$ cat config.mk
export PLATFORM = sky130hd
export DESIGN_NAME = aes_dec_key_store
export DESIGN_NICKNAME = d
export VERILOG_FILES = /design/src/rtl/core/aes_dec_pkg.sv /design/src/rtl/core/aes_dec_key_store.sv
export SDC_FILE = /design/constraint.sdc
export NUM_CORES = 1
export LEC_CHECK = 0
export BUFFER_PORTS_ARGS = -buffer_cell sky130_fd_sc_hd__buf_2
export CELL_PAD_IN_SITES_DETAIL_PLACEMENT = 0
export CELL_PAD_IN_SITES_GLOBAL_PLACEMENT = 1
export CORE_ASPECT_RATIO = 0.6
export CORE_MARGIN = 8
export CORE_UTILIZATION = 30
export CTS_CLUSTER_SIZE = 40
export DETAILED_ROUTE_END_ITERATION = 8
export GPL_ROUTABILITY_DRIVEN = 0
export GPL_TIMING_DRIVEN = 0
export HOLD_SLACK_MARGIN = 0.08
export PLACE_DENSITY = 0.47
export SLEW_MARGIN = 40
export SYNTH_ARGS = -nofsm -noshare
export SYNTH_HDL_FRONTEND = slang
export SYNTH_SLANG_ARGS = --single-unit
$ cat constraint.sdc
create_clock -name clk -period 36.9 [get_ports clk]
set_input_delay 7.38 -clock clk [delete_from_list [all_inputs] [get_ports clk]]
set_output_delay 7.38 -clock clk [all_outputs]
set_load 0.01 [all_outputs]
$ cat src/rtl/core/aes_dec_pkg.sv
`timescale 1ns / 1ps

package aes_dec_pkg;

  // Cipher size
  localparam int NUM_ROUNDS = 10;
  localparam int KEY_DEPTH  = NUM_ROUNDS + 1;
  localparam int KEY_AW     = $clog2(KEY_DEPTH);
  localparam int BLOCK_W    = 128;
  localparam int HALF_W     = 64;

  // Command codes (tuser bit 0)
  localparam logic CMD_LOAD    = 1'b0;
  localparam logic CMD_DECRYPT = 1'b1;

  // GF(2^8) reduction constant
  localparam logic [7:0] GF_POLY = 8'h1b;

  // Write request into the round key store
  typedef struct packed {
    logic              en;
    logic [KEY_AW-1:0] addr;
    logic [BLOCK_W-1:0] data;
  } key_wr_t;

  localparam logic [7:0] DEC_SBOX [0:255] = '{
    8'h52,8'h09,8'h6a,8'hd5,8'h30,8'h36,8'ha5,8'h38,8'hbf,8'h40,8'ha3,8'h9e,8'h81,8'hf3,8'hd7,8'hfb,
    8'h7c,8'he3,8'h39,8'h82,8'h9b,8'h2f,8'hff,8'h87,8'h34,8'h8e,8'h43,8'h44,8'hc4,8'hde,8'he9,8'hcb,
    8'h54,8'h7b,8'h94,8'h32,8'ha6,8'hc2,8'h23,8'h3d,8'hee,8'h4c,8'h95,8'h0b,8'h42,8'hfa,8'hc3,8'h4e,
    8'h08,8'h2e,8'ha1,8'h66,8'h28,8'hd9,8'h24,8'hb2,8'h76,8'h5b,8'ha2,8'h49,8'h6d,8'h8b,8'hd1,8'h25,
    8'h72,8'hf8,8'hf6,8'h64,8'h86,8'h68,8'h98,8'h16,8'hd4,8'ha4,8'h5c,8'hcc,8'h5d,8'h65,8'hb6,8'h92,
    8'h6c,8'h70,8'h48,8'h50,8'hfd,8'hed,8'hb9,8'hda,8'h5e,8'h15,8'h46,8'h57,8'ha7,8'h8d,8'h9d,8'h84,
    8'h90,8'hd8,8'hab,8'h00,8'h8c,8'hbc,8'hd3,8'h0a,8'hf7,8'he4,8'h58,8'h05,8'hb8,8'hb3,8'h45,8'h06,
    8'hd0,8'h2c,8'h1e,8'h8f,8'hca,8'h3f,8'h0f,8'h02,8'hc1,8'haf,8'hbd,8'h03,8'h01,8'h13,8'h8a,8'h6b,
    8'h3a,8'h91,8'h11,8'h41,8'h4f,8'h67,8'hdc,8'hea,8'h97,8'hf2,8'hcf,8'hce,8'hf0,8'hb4,8'he6,8'h73,
    8'h96,8'hac,8'h74,8'h22,8'he7,8'had,8'h35,8'h85,8'he2,8'hf9,8'h37,8'he8,8'h1c,8'h75,8'hdf,8'h6e,
    8'h47,8'hf1,8'h1a,8'h71,8'h1d,8'h29,8'hc5,8'h89,8'h6f,8'hb7,8'h62,8'h0e,8'haa,8'h18,8'hbe,8'h1b,
    8'hfc,8'h56,8'h3e,8'h4b,8'hc6,8'hd2,8'h79,8'h20,8'h9a,8'hdb,8'hc0,8'hfe,8'h78,8'hcd,8'h5a,8'hf4,
    8'h1f,8'hdd,8'ha8,8'h33,8'h88,8'h07,8'hc7,8'h31,8'hb1,8'h12,8'h10,8'h59,8'h27,8'h80,8'hec,8'h5f,
    8'h60,8'h51,8'h7f,8'ha9,8'h19,8'hb5,8'h4a,8'h0d,8'h2d,8'he5,8'h7a,8'h9f,8'h93,8'hc9,8'h9c,8'hef,
    8'ha0,8'he0,8'h3b,8'h4d,8'hae,8'h2a,8'hf5,8'hb0,8'hc8,8'heb,8'hbb,8'h3c,8'h83,8'h53,8'h99,8'h61,
    8'h17,8'h2b,8'h04,8'h7e,8'hba,8'h77,8'hd6,8'h26,8'he1,8'h69,8'h14,8'h63,8'h55,8'h21,8'h0c,8'h7d
  };

  // Multiply by x in GF(2^8)
  function automatic logic [7:0] xtime(input logic [7:0] a);
    xtime = {a[6:0], 1'b0} ^ (a[7] ? GF_POLY : 8'h00);
  endfunction

  // Inverse mix of one column, a0 is the top row
  function automatic logic [31:0] inv_mix_col(input logic [31:0] col);
    logic [7:0] a [4];
    logic [7:0] m9 [4];
    logic [7:0] mb [4];
    logic [7:0] md [4];
    logic [7:0] me [4];
    logic [7:0] x2;
    logic [7:0] x4;
    logic [7:0] x8;
    for (int i = 0; i < 4; i++) begin
      a[i]  = col[31-8*i -: 8];
      x2    = xtime(a[i]);
      x4    = xtime(x2);
      x8    = xtime(x4);
      m9[i] = x8 ^ a[i];
      mb[i] = x8 ^ x2 ^ a[i];
      md[i] = x8 ^ x4 ^ a[i];
      me[i] = x8 ^ x4 ^ x2;
    end
    inv_mix_col = {me[0] ^ mb[1] ^ md[2] ^ m9[3],
                   m9[0] ^ me[1] ^ mb[2] ^ md[3],
                   md[0] ^ m9[1] ^ me[2] ^ mb[3],
                   mb[0] ^ md[1] ^ m9[2] ^ me[3]};
  endfunction

endpackage

$ cat src/rtl/core/aes_dec_key_store.sv
`timescale 1ns / 1ps

module aes_dec_key_store
  import aes_dec_pkg::*;
(
  input  logic               clk,
  input  key_wr_t            wr,
  input  logic [KEY_AW-1:0]  rd_addr,
  output logic [BLOCK_W-1:0] rd_key
);

  // High and low key words, one row per round
  logic [HALF_W-1:0] mem_high [KEY_DEPTH];
  logic [HALF_W-1:0] mem_low  [KEY_DEPTH];

  // Write port
  always_ff @(posedge clk) begin
    if (wr.en) begin
      mem_high[wr.addr] <= wr.data[BLOCK_W-1:HALF_W];
      mem_low[wr.addr]  <= wr.data[HALF_W-1:0];
    end
  end

  // Registered read
  always_ff @(posedge clk) begin
    rd_key <= {mem_high[rd_addr], mem_low[rd_addr]};
  end

endmodule

# Word-level counts from Yosys, hierarchy flattened
# Memories as Yosys holds them, arrays and structs flattened. A register that Yosys moved wholly into a read port is not among the register bits.
# Index checks and enable logic that the tools add are counted.
[op_classes]
muxes = 2
[op_table]
columns = ["cell", "n"]
rows = [
  ["$mux 1", 2],
]
[totals]
reg_bits = 0
ram_bits = 1408
output_inout_bits = 128
elab_cells = 4
n_memories = 2
[memory_table]
columns = ["name", "words", "width", "read_ports", "rd_ports_with_merged_regs", "wr", "line", "text"]
rows = [
  ["mem_high", 11, 64, 1, 1, 1, "aes_dec_key_store.sv:13", "logic [HALF_W-1:0] mem_high [KEY_DEPTH];"],
  ["mem_low", 11, 64, 1, 1, 1, "aes_dec_key_store.sv:14", "logic [HALF_W-1:0] mem_low [KEY_DEPTH];"],
]

# Longest topological paths before layout
[logic_depth]
word_depth = 2
mapped_depth = 6
ltp_nobuf = 3

# Least setup slack after synthesis
# No wires, ideal clock.
[synth_timing]
path_type = "input -> register"
start = "in wr[130] (netlist bit)"
end = "mem mem_high[0][0] (enable)"
setup_ps = 774
arrival_ps = 16533
required_time_ps = 36126
slack_ps = 19593
path_stages = 2
cell_sequence = "or3b_2 > nor3_1"
[synth_rtl]
columns = ["item", "line", "text"]
rows = [
  ["from (decl)", "aes_dec_key_store.sv:7", "input key_wr_t wr,"],
  ["to (decl)", "aes_dec_key_store.sv:13", ""],
]
# Straight into the memory's write port.

# Worst setup path in the final report
[layout_timing]
start = "in wr[130] (netlist bit)"
end = "mem mem_low[0][7] (enable)"
[layout_rtl]
columns = ["item", "line"]
rows = [
  ["to (decl)", "aes_dec_key_store.sv:14"],
]
# Straight into the memory's write port.

==> results_dict.tcl <==
set metrics [dict create \
    worstSetupPathType "in -> reg" \
    cts.sinks 1536 \
    clock_latency_ns 0.79 \
    synth_top_family_by_area "multiplexers" \
    setup_tns_ns 0 \
    startpoint "wr[130]" \
    syn-cell-area_um2 57470 \
    most-common-layout-cells "1408 x edfxtp_1, 384 x mux2_2, 329 x buf_2" \
    grt_pass1_vias 30810 \
    post_cts_buffers 0 \
    vdd.ir_drop.worst_mv 0.02807 \
    routed_wl_um 176200 \
    preCtsSetupSlack_ns 26.55 \
    clk_pin_slew_ns 0.06 \
    outcome "finished clean" \
    synthMuxAreaShare_pct 11.98 \
    drc 0 \
    antenna_found_initial 50 \
    grt-ovfl-total 0 \
    hold_buffers 0 \
    layout-drive-gt1-share_pct 31.99 \
    worst_clock_skew_ns 0.04466 \
    yosysTopAreaCell "edfxtp_1" \
    rsz0062_at_grt "no" \
    io_pins 266 \
    drtPass1Iterations 5 \
    hold_viol 0 \
    cts_max_level 4 \
    r2r_start "mem_low[3][53]" \
    yosys.area_share.adder_pct 0 \
    dr_total_vias 29900 \
    worstMarginPinSlew_ns 0.9995 \
    cts_tree "built" \
    seq_area_frac_synth_pct 78.03 \
    layout.nets 3777 \
    layout_commonest_cell "edfxtp_1" \
    final.min_clock_period_ns 9.492 \
    crit_path_end_kind "register" \
    cp.required_ns 37.39 \
    cap_violations 0 \
    rows 124 \
    ant_nets 0 \
    io_buffers 262 \
    hp-class "reg -> reg" \
    cts_inserted_buffers 164 \
    setup_slack_ns 27.41 \
    synth_cells 3021 \
    leakage_nw 23.82 \
    initial_core_util_pct 30.19 \
    clockRootBuffer "clkbuf_16" \
    core_area_um2 190400 \
    drt_iter0_drc 2085 \
    worst-path-max-fanout 6 \
    p_per_area_nw_per_um2 54.36 \
    die_area_um2 206300 \
    synth_seq_cells 1536 \
    relSlewSlack_pct 32.80 \
    cp-start-kind "primary input" \
    holdWs_ns 0.5600 \
    clock_path_buffers 4 \
    place_hpwl_um 120200 \
    die_h_um 355.0 \
    post_drt_via_cell_ratio 4.744 \
    synth_area_leaders "edfxtp_1 74%, mux2_2 7.5%, dfxtp_1 4.5%" \
    grt_max_degree 16 \
    crit_arrival_ns 9.98 \
    cts-resized-gates 0 \
    synth-compound-area-share_pct 6.689 \
    yosys.area_share.xor_xnor_pct 0 \
    ys_warn_count 0 \
    synth_cell_types 21 \
    dieWidth_um 581.0 \
    grt_pass1_wl_um 247200 \
    track_usage_pct 16.66 \
    syn_to_final_growth_pct 21.79 \
    synth_top_area_share_pct 73.57 \
    post-route-period-util_pct 25.72 \
    synth_area_per_cell_um2 19.02 \
    max_freq_ghz 0.1054 \
    synthSimpleGateAreaFrac_pct 1.576 \
    hp-start "mem_low[10][63]" \
    wl_per_cell_um 27.97 \
    setup_violations 0 \
    synth_nets 3159 \
    utilization_pct 36.76 \
    slew_violations 0 \
]
==> flip-flops by register name, indices dropped and copies added (netlist names) <==
name and cells:
mem_high 704, rd_key 128, mem_low 704
==> area by class of cell <==
type | count | area, um^2
well taps | 2520 | 3153
diodes | 17 | 42.54
repair buffers | 452 | 3996
flip-flops and latches | 1536 | 44840
clock inverters | 85 | 713.2
clock buffers | 206 | 4457
fillers | 17670 | 120400
multi-input cells | 1301 | 11750
plain buffers | 184 | 1032
==> layer usage <==
metal  track usage [%]  up-vias  wire length, um
met5                 0        -              103
met4             3.040       16             3007
met3             3.417      222             8712
met2             26.51      577            80310
met1             23.78    15610            84090
li1                  -    13470                -
==> cell usage after synthesis (all sizes together) <==
cell    instances
nor2            9
mux2i         256
o31ai         128
o22ai         128
buf            88
nand2           2
mux2          384
o211ai        128
or3b            1
nand3b          2
edfxtp       1408
a22o          128
nand2b        131
nor3            3
nor2b           1
dfxtp         128
clkbuf         96
==> path summary, 6_finish.rpt <==
kind / to / slack (ns) / cells after the start
worst max-delay path: mem_low[0][7] / 27.41 / 11
worst min-delay path: rd_key[63] / 0.56 / 3
worst max register to register: rd_key[53] / 35.20 / 3
worst min register to register: rd_key[63] / 0.56 / 3
==> logic make-up (layout without fill, tap and decap cells) <==
kind of cell | count (synthesis) | after routing
AOI/OAI and AO/OA | 512 | 512
buffers and inverters | 184 | 927
DFF | 1536 | 1536
muxes | 640 | 640
other | 0 | 17
and+or+nand+nor | 149 | 149
==> per-stage QoR <==
| step | instance area [um^2] | power (mW) | instances |
|---|---|---|---|
| 2_1_floorplan | 57470 | 2.106 | 3021 |
| 3_3_place_gp | 61930 | 2.231 | 5803 |
| 3_5_place_dp | 64760 | 2.232 | 5992 |
| 4_1_cts | 69930 | 3.862 | 6283 |
| 5_1_grt | 69950 | 3.945 | 6285 |
| 6_report | 69990 | 3.805 | 6301 |
==> report_power, final <==
group          switching [mW]  internal, mW  leakage (nW)
logic                   0.149        0.0824          7.48
registers              0.0121          1.94          13.8
clock network           0.679         0.937          2.55
total                   0.840          2.96          23.8
==> critical path: stages <==
cell and delay, ns:
buf_2 0.11, or3b_2 0.59, nor3_2 0.35, buf_4 0.27
buf_6 0.16, buf_4 0.16, buf_4 0.17, buf_2 0.19
buf_2 0.21, buf_2 0.19, buf_4 0.18
No activity file was read; power rests on OpenSTA's default activity.
