File: config.mk
export PLATFORM = sky130hd
export DESIGN_NAME = aes_dec_round
export DESIGN_NICKNAME = d
export VERILOG_FILES = /design/src/rtl/core/aes_dec_pkg.sv /design/src/rtl/core/aes_dec_round.sv
export SDC_FILE = /design/constraint.sdc
export NUM_CORES = 2
export LEC_CHECK = 0
export ABC_AREA = 1
export BUFFER_PORTS_ARGS = -buffer_cell sky130_fd_sc_hd__buf_4
export CAP_MARGIN = 0
export CELL_PAD_IN_SITES_DETAIL_PLACEMENT = 1
export CELL_PAD_IN_SITES_GLOBAL_PLACEMENT = 2
export CORE_ASPECT_RATIO = 0.7
export CORE_MARGIN = 2
export CORE_UTILIZATION = 34
export DETAILED_ROUTE_END_ITERATION = 7
export PLACE_DENSITY_LB_ADDON = 0.1
export SLEW_MARGIN = 10
export SYNTH_ARGS = -nofsm -noshare
export SYNTH_HDL_FRONTEND = slang
export SYNTH_SLANG_ARGS = --single-unit
export TNS_END_PERCENT = 10
File: constraint.sdc
create_clock -name vclk -period 6.7
set_input_delay 0.335 -clock vclk [all_inputs]
set_output_delay 0.335 -clock vclk [all_outputs]
set_load 0.1 [all_outputs]
File: src/rtl/core/aes_dec_pkg.sv
`timescale 1ns / 1ps

package aes_dec_pkg;

  // Cipher size
  localparam int NUM_ROUNDS = 10;
  localparam int KEY_DEPTH  = NUM_ROUNDS + 1;
  localparam int KEY_AW     = $clog2(KEY_DEPTH);
  localparam int BLOCK_W    = 128;
  localparam int HALF_W     = 64;

  // Command codes (tuser bit 0)
  localparam logic CMD_LOAD    = 1'b0;
  localparam logic CMD_DECRYPT = 1'b1;

  // GF(2^8) reduction constant
  localparam logic [7:0] GF_POLY = 8'h1b;

  // Write request into the round key store
  typedef struct packed {
    logic              en;
    logic [KEY_AW-1:0] addr;
    logic [BLOCK_W-1:0] data;
  } key_wr_t;

  localparam logic [7:0] DEC_SBOX [0:255] = '{
    8'h52,8'h09,8'h6a,8'hd5,8'h30,8'h36,8'ha5,8'h38,8'hbf,8'h40,8'ha3,8'h9e,8'h81,8'hf3,8'hd7,8'hfb,
    8'h7c,8'he3,8'h39,8'h82,8'h9b,8'h2f,8'hff,8'h87,8'h34,8'h8e,8'h43,8'h44,8'hc4,8'hde,8'he9,8'hcb,
    8'h54,8'h7b,8'h94,8'h32,8'ha6,8'hc2,8'h23,8'h3d,8'hee,8'h4c,8'h95,8'h0b,8'h42,8'hfa,8'hc3,8'h4e,
    8'h08,8'h2e,8'ha1,8'h66,8'h28,8'hd9,8'h24,8'hb2,8'h76,8'h5b,8'ha2,8'h49,8'h6d,8'h8b,8'hd1,8'h25,
    8'h72,8'hf8,8'hf6,8'h64,8'h86,8'h68,8'h98,8'h16,8'hd4,8'ha4,8'h5c,8'hcc,8'h5d,8'h65,8'hb6,8'h92,
    8'h6c,8'h70,8'h48,8'h50,8'hfd,8'hed,8'hb9,8'hda,8'h5e,8'h15,8'h46,8'h57,8'ha7,8'h8d,8'h9d,8'h84,
    8'h90,8'hd8,8'hab,8'h00,8'h8c,8'hbc,8'hd3,8'h0a,8'hf7,8'he4,8'h58,8'h05,8'hb8,8'hb3,8'h45,8'h06,
    8'hd0,8'h2c,8'h1e,8'h8f,8'hca,8'h3f,8'h0f,8'h02,8'hc1,8'haf,8'hbd,8'h03,8'h01,8'h13,8'h8a,8'h6b,
    8'h3a,8'h91,8'h11,8'h41,8'h4f,8'h67,8'hdc,8'hea,8'h97,8'hf2,8'hcf,8'hce,8'hf0,8'hb4,8'he6,8'h73,
    8'h96,8'hac,8'h74,8'h22,8'he7,8'had,8'h35,8'h85,8'he2,8'hf9,8'h37,8'he8,8'h1c,8'h75,8'hdf,8'h6e,
    8'h47,8'hf1,8'h1a,8'h71,8'h1d,8'h29,8'hc5,8'h89,8'h6f,8'hb7,8'h62,8'h0e,8'haa,8'h18,8'hbe,8'h1b,
    8'hfc,8'h56,8'h3e,8'h4b,8'hc6,8'hd2,8'h79,8'h20,8'h9a,8'hdb,8'hc0,8'hfe,8'h78,8'hcd,8'h5a,8'hf4,
    8'h1f,8'hdd,8'ha8,8'h33,8'h88,8'h07,8'hc7,8'h31,8'hb1,8'h12,8'h10,8'h59,8'h27,8'h80,8'hec,8'h5f,
    8'h60,8'h51,8'h7f,8'ha9,8'h19,8'hb5,8'h4a,8'h0d,8'h2d,8'he5,8'h7a,8'h9f,8'h93,8'hc9,8'h9c,8'hef,
    8'ha0,8'he0,8'h3b,8'h4d,8'hae,8'h2a,8'hf5,8'hb0,8'hc8,8'heb,8'hbb,8'h3c,8'h83,8'h53,8'h99,8'h61,
    8'h17,8'h2b,8'h04,8'h7e,8'hba,8'h77,8'hd6,8'h26,8'he1,8'h69,8'h14,8'h63,8'h55,8'h21,8'h0c,8'h7d
  };

  // Multiply by x in GF(2^8)
  function automatic logic [7:0] xtime(input logic [7:0] a);
    xtime = {a[6:0], 1'b0} ^ (a[7] ? GF_POLY : 8'h00);
  endfunction

  // Inverse mix of one column, a0 is the top row
  function automatic logic [31:0] inv_mix_col(input logic [31:0] col);
    logic [7:0] a [4];
    logic [7:0] m9 [4];
    logic [7:0] mb [4];
    logic [7:0] md [4];
    logic [7:0] me [4];
    logic [7:0] x2;
    logic [7:0] x4;
    logic [7:0] x8;
    for (int i = 0; i < 4; i++) begin
      a[i]  = col[31-8*i -: 8];
      x2    = xtime(a[i]);
      x4    = xtime(x2);
      x8    = xtime(x4);
      m9[i] = x8 ^ a[i];
      mb[i] = x8 ^ x2 ^ a[i];
      md[i] = x8 ^ x4 ^ a[i];
      me[i] = x8 ^ x4 ^ x2;
    end
    inv_mix_col = {me[0] ^ mb[1] ^ md[2] ^ m9[3],
                   m9[0] ^ me[1] ^ mb[2] ^ md[3],
                   md[0] ^ m9[1] ^ me[2] ^ mb[3],
                   mb[0] ^ md[1] ^ m9[2] ^ me[3]};
  endfunction

endpackage

File: src/rtl/core/aes_dec_round.sv
`timescale 1ns / 1ps

module aes_dec_round
  import aes_dec_pkg::*;
(
  input  logic [BLOCK_W-1:0] state_in,
  input  logic [BLOCK_W-1:0] round_key,
  input  logic               last,
  output logic [BLOCK_W-1:0] state_out
);

  logic [7:0]         sb [16];
  logic [BLOCK_W-1:0] keyed;

  // Inverse shift rows and inverse sub bytes; byte b is row b%4, column b/4
  always_comb begin
    for (int col = 0; col < 4; col++) begin
      for (int row = 0; row < 4; row++) begin
        sb[4*col+row] = DEC_SBOX[state_in[BLOCK_W-1-8*(4*((col-row+4)%4)+row) -: 8]];
      end
    end
  end

  // Add round key
  always_comb begin
    for (int b = 0; b < 16; b++) begin
      keyed[BLOCK_W-1-8*b -: 8] = sb[b] ^ round_key[BLOCK_W-1-8*b -: 8];
    end
  end

  // Inverse mix columns, skipped in the final round
  always_comb begin
    for (int col = 0; col < 4; col++) begin
      state_out[BLOCK_W-1-32*col -: 32] = last ? keyed[BLOCK_W-1-32*col -: 32]
                                               : inv_mix_col(keyed[BLOCK_W-1-32*col -: 32]);
    end
  end

endmodule

Word-level counts from Yosys, hierarchy flattened
Memories as Yosys holds them, arrays and structs flattened.
Cells that the tools add are included.
{ "classes": {"n_lt_le_gt_ge": 16, "n_mux": 84, "bitwise_logic": 224} }
{ "op_table": {"columns": ["op", "n"], "rows": [
  ["XOR 8 bit", 160],
  ["XOR 8 x 5 -> 8 bit", 48],
  ["2-to-1 mux 8 bit", 32],
  ["2-to-1 mux 5 bit", 48],
  [">= comparator 9 bit, second input constant", 16],
  ["NOT 8 -> 9 bit", 16],
  ["2-to-1 mux 32 bit", 4]
]} }
{ "totals": {"regBits": 0, "mem_bits_ro": 32768, "out_inout_bits": 128, "elab_cells": 340, "memories": 16} }
{ "mem_list": {"columns": ["memory", "depth", "width", "rd", "rd_clocked_by_memory_dff", "wr", "line_no", "source"], "rows": [
  ["(name not given)", 256, 8, 1, 0, 0, "aes_dec_round.sv:19", "sb[4*col+row] = DEC_SBOX[state_in[BLOCK_W-1-8*(4*((col-row+4)%4)+row) -: 8]];"],
  ["(name not given)", 256, 8, 1, 0, 0, "aes_dec_round.sv:19", null],
  ["(name not given)", 256, 8, 1, 0, 0, "aes_dec_round.sv:19", null],
  ["(name not given)", 256, 8, 1, 0, 0, "aes_dec_round.sv:19", null],
  ["(name not given)", 256, 8, 1, 0, 0, "aes_dec_round.sv:19", null],
  ["(name not given)", 256, 8, 1, 0, 0, "aes_dec_round.sv:19", null],
  ["+10 memories", null, null, null, null, null, null, null]
]} }

Longest topological paths before layout
{ "logic_depth": {"ltp_word": 17, "mapped_depth": 31, "mapped_depth_nobuf": 29} }

Least setup slack after synthesis
OpenSTA, ideal clock, no wires.
{ "synth_timing": {"path_type": "input to output", "startpoint": "input port state_in[17]", "endpoint": "output port state_out[96]", "arrival_time_ns": 4.795, "required_time_ns": 6.365, "setup_slack_ns": 1.570, "cell_stages": 20, "n_path_buf": 1, "path_cell_list": "inv_1 > ha_1 > clkbuf_1 > inv_1 > nand2_1 > nand2_1 > a21oi_1 > nand2_1 > nand3_1 > nand3_1 > nand3_1 > nand2_1 > nand2_1 > nand2_1 > nand2_1 > nand2_1 > xor2_1 > xor2_1 > xor2_1 > o21ai_0"} }
{ "synth_between": {"elab_chain_len": 15, "elab_cells_between_ends": 16, "classes_between": "5 x mux; 10 x bitwise; 1 x memory"} }
{ "synth_lines": {"columns": ["element", "line_no", "source"], "rows": [
  ["start: declaration", "aes_dec_round.sv:6", "input logic [BLOCK_W-1:0] state_in,"],
  ["NOT 8 -> 9 bit (implied by the code) *", "aes_dec_round.sv:19", null],
  ["memory read (256 x 8 bit) *", null, null],
  ["2-to-1 mux 8 bit (implied by the code) * (2 in a row)", "aes_dec_round.sv:19", null],
  ["XOR 8 bit *", "aes_dec_round.sv:27", "keyed[BLOCK_W-1-8*b -: 8] = sb[b] ^ round_key[BLOCK_W-1-8*b -: 8];"],
  ["XOR 8 x 5 -> 8 bit (2 in a row)", "aes_dec_pkg.sv:47", "xtime = {a[6:0], 1'b0} ^ (a[7] ? GF_POLY : 8'h00);"],
  ["2-to-1 mux 5 bit", "aes_dec_pkg.sv:47", null],
  ["XOR 8 x 5 -> 8 bit", "aes_dec_pkg.sv:47", null],
  ["XOR 8 bit", "aes_dec_pkg.sv:67", "md[i] = x8 ^ x4 ^ a[i];"],
  ["XOR 8 bit *", "aes_dec_pkg.sv:67", null],
  ["XOR 8 bit * (3 in a row)", "aes_dec_pkg.sv:73", "mb[0] ^ md[1] ^ m9[2] ^ me[3]};"],
  ["2-to-1 mux 32 bit *", "aes_dec_round.sv:34", "state_out[BLOCK_W-1-32*col -: 32] = last ? keyed[BLOCK_W-1-32*col -: 32]"],
  ["end: declaration", "aes_dec_round.sv:9", "output logic [BLOCK_W-1:0] state_out"]
]} }
Mark *: on every way between the ends. The rest lies on a longest branch, timed or not. The select of a mux whose other input is x is not followed.

Worst setup path after layout
{ "layout_timing": {"startpoint": "input port state_in[2]", "endpoint": "output port state_out[48]"} }
{ "layout_between": {"elab_chain_len": 13, "elab_cells_between_ends": 14, "classes_between": "5 x mux; 8 x bitwise; 1 x memory"} }
{ "layout_lines": {"columns": ["element", "line_no", "source"], "rows": [
  ["NOT 8 -> 9 bit (implied by the code) *", "aes_dec_round.sv:19", null],
  ["memory read (256 x 8 bit) *", null, null],
  ["2-to-1 mux 8 bit (implied by the code) * (2 in a row)", "aes_dec_round.sv:19", null],
  ["XOR 8 bit *", "aes_dec_round.sv:27", null],
  ["XOR 8 x 5 -> 8 bit (2 in a row)", "aes_dec_pkg.sv:47", null],
  ["2-to-1 mux 5 bit", "aes_dec_pkg.sv:47", null],
  ["XOR 8 x 5 -> 8 bit", "aes_dec_pkg.sv:47", null],
  ["XOR 8 bit", "aes_dec_pkg.sv:67", null],
  ["XOR 8 bit *", "aes_dec_pkg.sv:67", null],
  ["XOR 8 bit *", "aes_dec_pkg.sv:71", "m9[0] ^ me[1] ^ mb[2] ^ md[3],"],
  ["2-to-1 mux 32 bit *", "aes_dec_round.sv:34", null]
]} }
Marks and branches as above.

==> metrics <==
status completed; Routed Antenna Nets 0; 1st-iter DRT viols roughly 18000; Post-Syn Instances 14640; Syn Nets 15180; # setup viols final 0; hold bufs inserted after CTS 0; mean area per synthesized cell ~4.7 um2; Pleak 40.04 nW; Final Critical Period just under 6 ns; YS warnings 0; worst path arrival time around 5.5 ns; Most Frequent Cell on Critical Path nand2_1; Total Nets Final 14900; Fillers ~30000; CP startpoint kind input port; worst path buffer plus inverter count 4; largest net degree at the start of global routing 113; Critical Path Fanout Max 43; Pre-antenna DRT Iters 7; vias between 100k and 150k; Slew @ Worst Pin 1.144 ns; IO Port Bufs a little under 400; Hold Crit Endpoint state_out[104]; Synth cell types 39; Slew Limit Fails 0; final worst slack ~0.9 ns; RSZ-0062 raised after global routing no; Post-Route WL around 460 mm; layout cells sized above 1 about 5.2%; hold path startpoint round_key[104]; Max Freq 171.7 MHz; remaining global-route overflow 0; Seq Cell Count 0; DRC 0; wire length of the first global-routing pass between 600 and 700 mm; P&R area growth vs syn 4.748%; family with the most delay on the worst path simple AND/OR/NAND/NOR gates; initial antenna violation count 56; Slowest cell on crit path nand2_1; Power Total 14.43 mW; routability cong. ~1.1; Placement Setup Slack between 1 and 1.5 ns; row cnt roughly 140; final design utilization a little over a third; required time of the critical path ~6.4 ns; mapped cell area between 60000 and 70000 um2; slowest cell delay on critical path ~0.54 ns; register area 0 um2; Critical Path End Type output port; Final Cycle Share 86.93%; vias per inst approximately 6.4; vias in the first global route 102300; WHS Path Cells 5; die span in x between 500 and 600 um; Worst Hold Class in -> out; GRT Total Usage 42.39%; die area about 210000 um2; Initial Util between 30% and 40%; maxcap violations 0; register area share after synthesis 0%; Die H 379.5 um; CP Class in -> out; P per Cell Area about 200 nW/um2; placed cells 16990; Routed WL per cell 27.31 um; cells along the critical path buf_4, inv_1, nand2_1, nand3_1, nand2_1, nand2_1, nand2_1, nand2_1, nand3_1, nand3_1, nand2_1, nand2_1, nand2_1, nand2_1, nand2_2, xor2_1, xor2_1, xor2_1, o21ai_0, buf_4, buf_4; Non-Filler Instances between 15000 and 20000; Setup Fix Bufs, Post-CTS 0; endpoints failing hold 0; post-cts sizing count 0; VDD IR-drop max slightly above 0.3 mV; number of clock buffers in the layout 0; core area 199700 um2; relative slew slack between 20% and 30%; Detailed Place HPWL 363.2 mm; Fin Setup TNS 0 ns; Ports 385
[area by class of cell]
cell class	instances	area, um2	area share [%]
Multi-Input combinational cell	12920	60960	84.97
Timing Repair Buffer	511	3915	5.457
Inverter	923	3477	4.846
Tap cell	2641	3304	4.606
Antenna cell	35	87.58	0.1221
[through the flow]
step / area (um2) / hold slack, ns
floorplan: 68490 / 1.247
global placement: 71660 / 1.250
detailed placement: 71660 / 1.255
CTS: 71660 / 1.255
global route: 71730 / 1.286
finish: 71750 / 1.245
[worst min-delay path: cells and delay by family]
family          cells  cell delay [ns]
simple gates        2             0.16
compound gates      1             0.06
buf+inv             2             0.34
[cell usage in the layout (no fill, tap or decap), drive strengths merged, types with 106 or more instances in the layout]
cell type  netlist  final
xor2           290    290
nand2         6111   6111
nor2           636    636
a21oi          422    422
o21ai          365    365
inv            906    905
buf            606    511
nand4          154    154
nand3         4340   4340
ha             289    289
o211ai         106    106
[worst max-delay path by stage]
stage	cells past startpoint	endpoint	start	slack, ns
floorplan	20	state_out[96]	state_in[17]	1.57
global placement	21	state_out[48]	state_in[2]	1.02
detailed placement	21	state_out[48]	state_in[2]	1.10
CTS	21	state_out[48]	state_in[2]	1.09
global route	23	state_out[48]	state_in[1]	0.70
finish	21	state_out[48]	state_in[2]	0.88
[synthesized netlist by cell type (2+ instances only)]
master    number  area share (%)
xor2_1       280             3.6
nand3b_1      44            0.48
o21ai_1       26            0.19
o211ai_1     106             1.2
a21oi_2        3           0.038
o21ai_0      339             2.5
o22ai_1        4           0.037
o21bai_1       2           0.022
nor2_1       620             3.4
a21o_1         6           0.066
a21oi_1      419             3.1
nand3_1     4340              32
ha_1         289             5.3
inv_1        864             4.7
nand4_1      154             1.4
nand2_1     5975              33
clkinv_1      17           0.093
nand2_2      132             1.2
inv_4          3           0.027
xor2_2        10            0.24
or2_2         18            0.16
or2_1         15            0.14
xnor2_1       91             1.2
nor3_1         8           0.058
nand2_4        4           0.066
buf_1        107            0.59
buf_6         29            0.48
inv_2         39            0.21
buf_2        367             2.7
buf_4        103             1.1
nor2_2        15            0.14
a31oi_1        9           0.082
xnor2_2        2           0.047
clkbuf_1     191             1.0
[report_power, final]
part	internal [mW]	total [mW]	switching (mW)	leakage [nW]
Sequential	0	0	0	0
Combinational	3.42	14.4	11.0	40.0
Clock	0.000000629	0.000000630	0	0.000222
[logic make-up (layout without fill, tap and decap cells)]
kind of cell	after synthesis	in the layout	share of synthesized area, %
XOR/XNOR	383	383	5.029
buffers and inverters	1721	1434	11.00
adder cells (fa/ha/maj)	289	289	5.279
other	0	35	0
AND/OR/NAND/NOR	11330	11330	71.54
AO/OA/AOI/OAI	916	916	7.157
[per-layer routing]
metal / global-route usage [%] / vias to the layer above / part of all wire (%)
met2: 59.23 / 7673 / 40
li1: - / 47790 / -
met5: 0 / - / 0.055
met4: 15.66 / 36 / 4.3
met3: 13.10 / 1130 / 14
met1: 59.82 / 52560 / 42
Note: power is estimated with default switching activity, not from simulation.
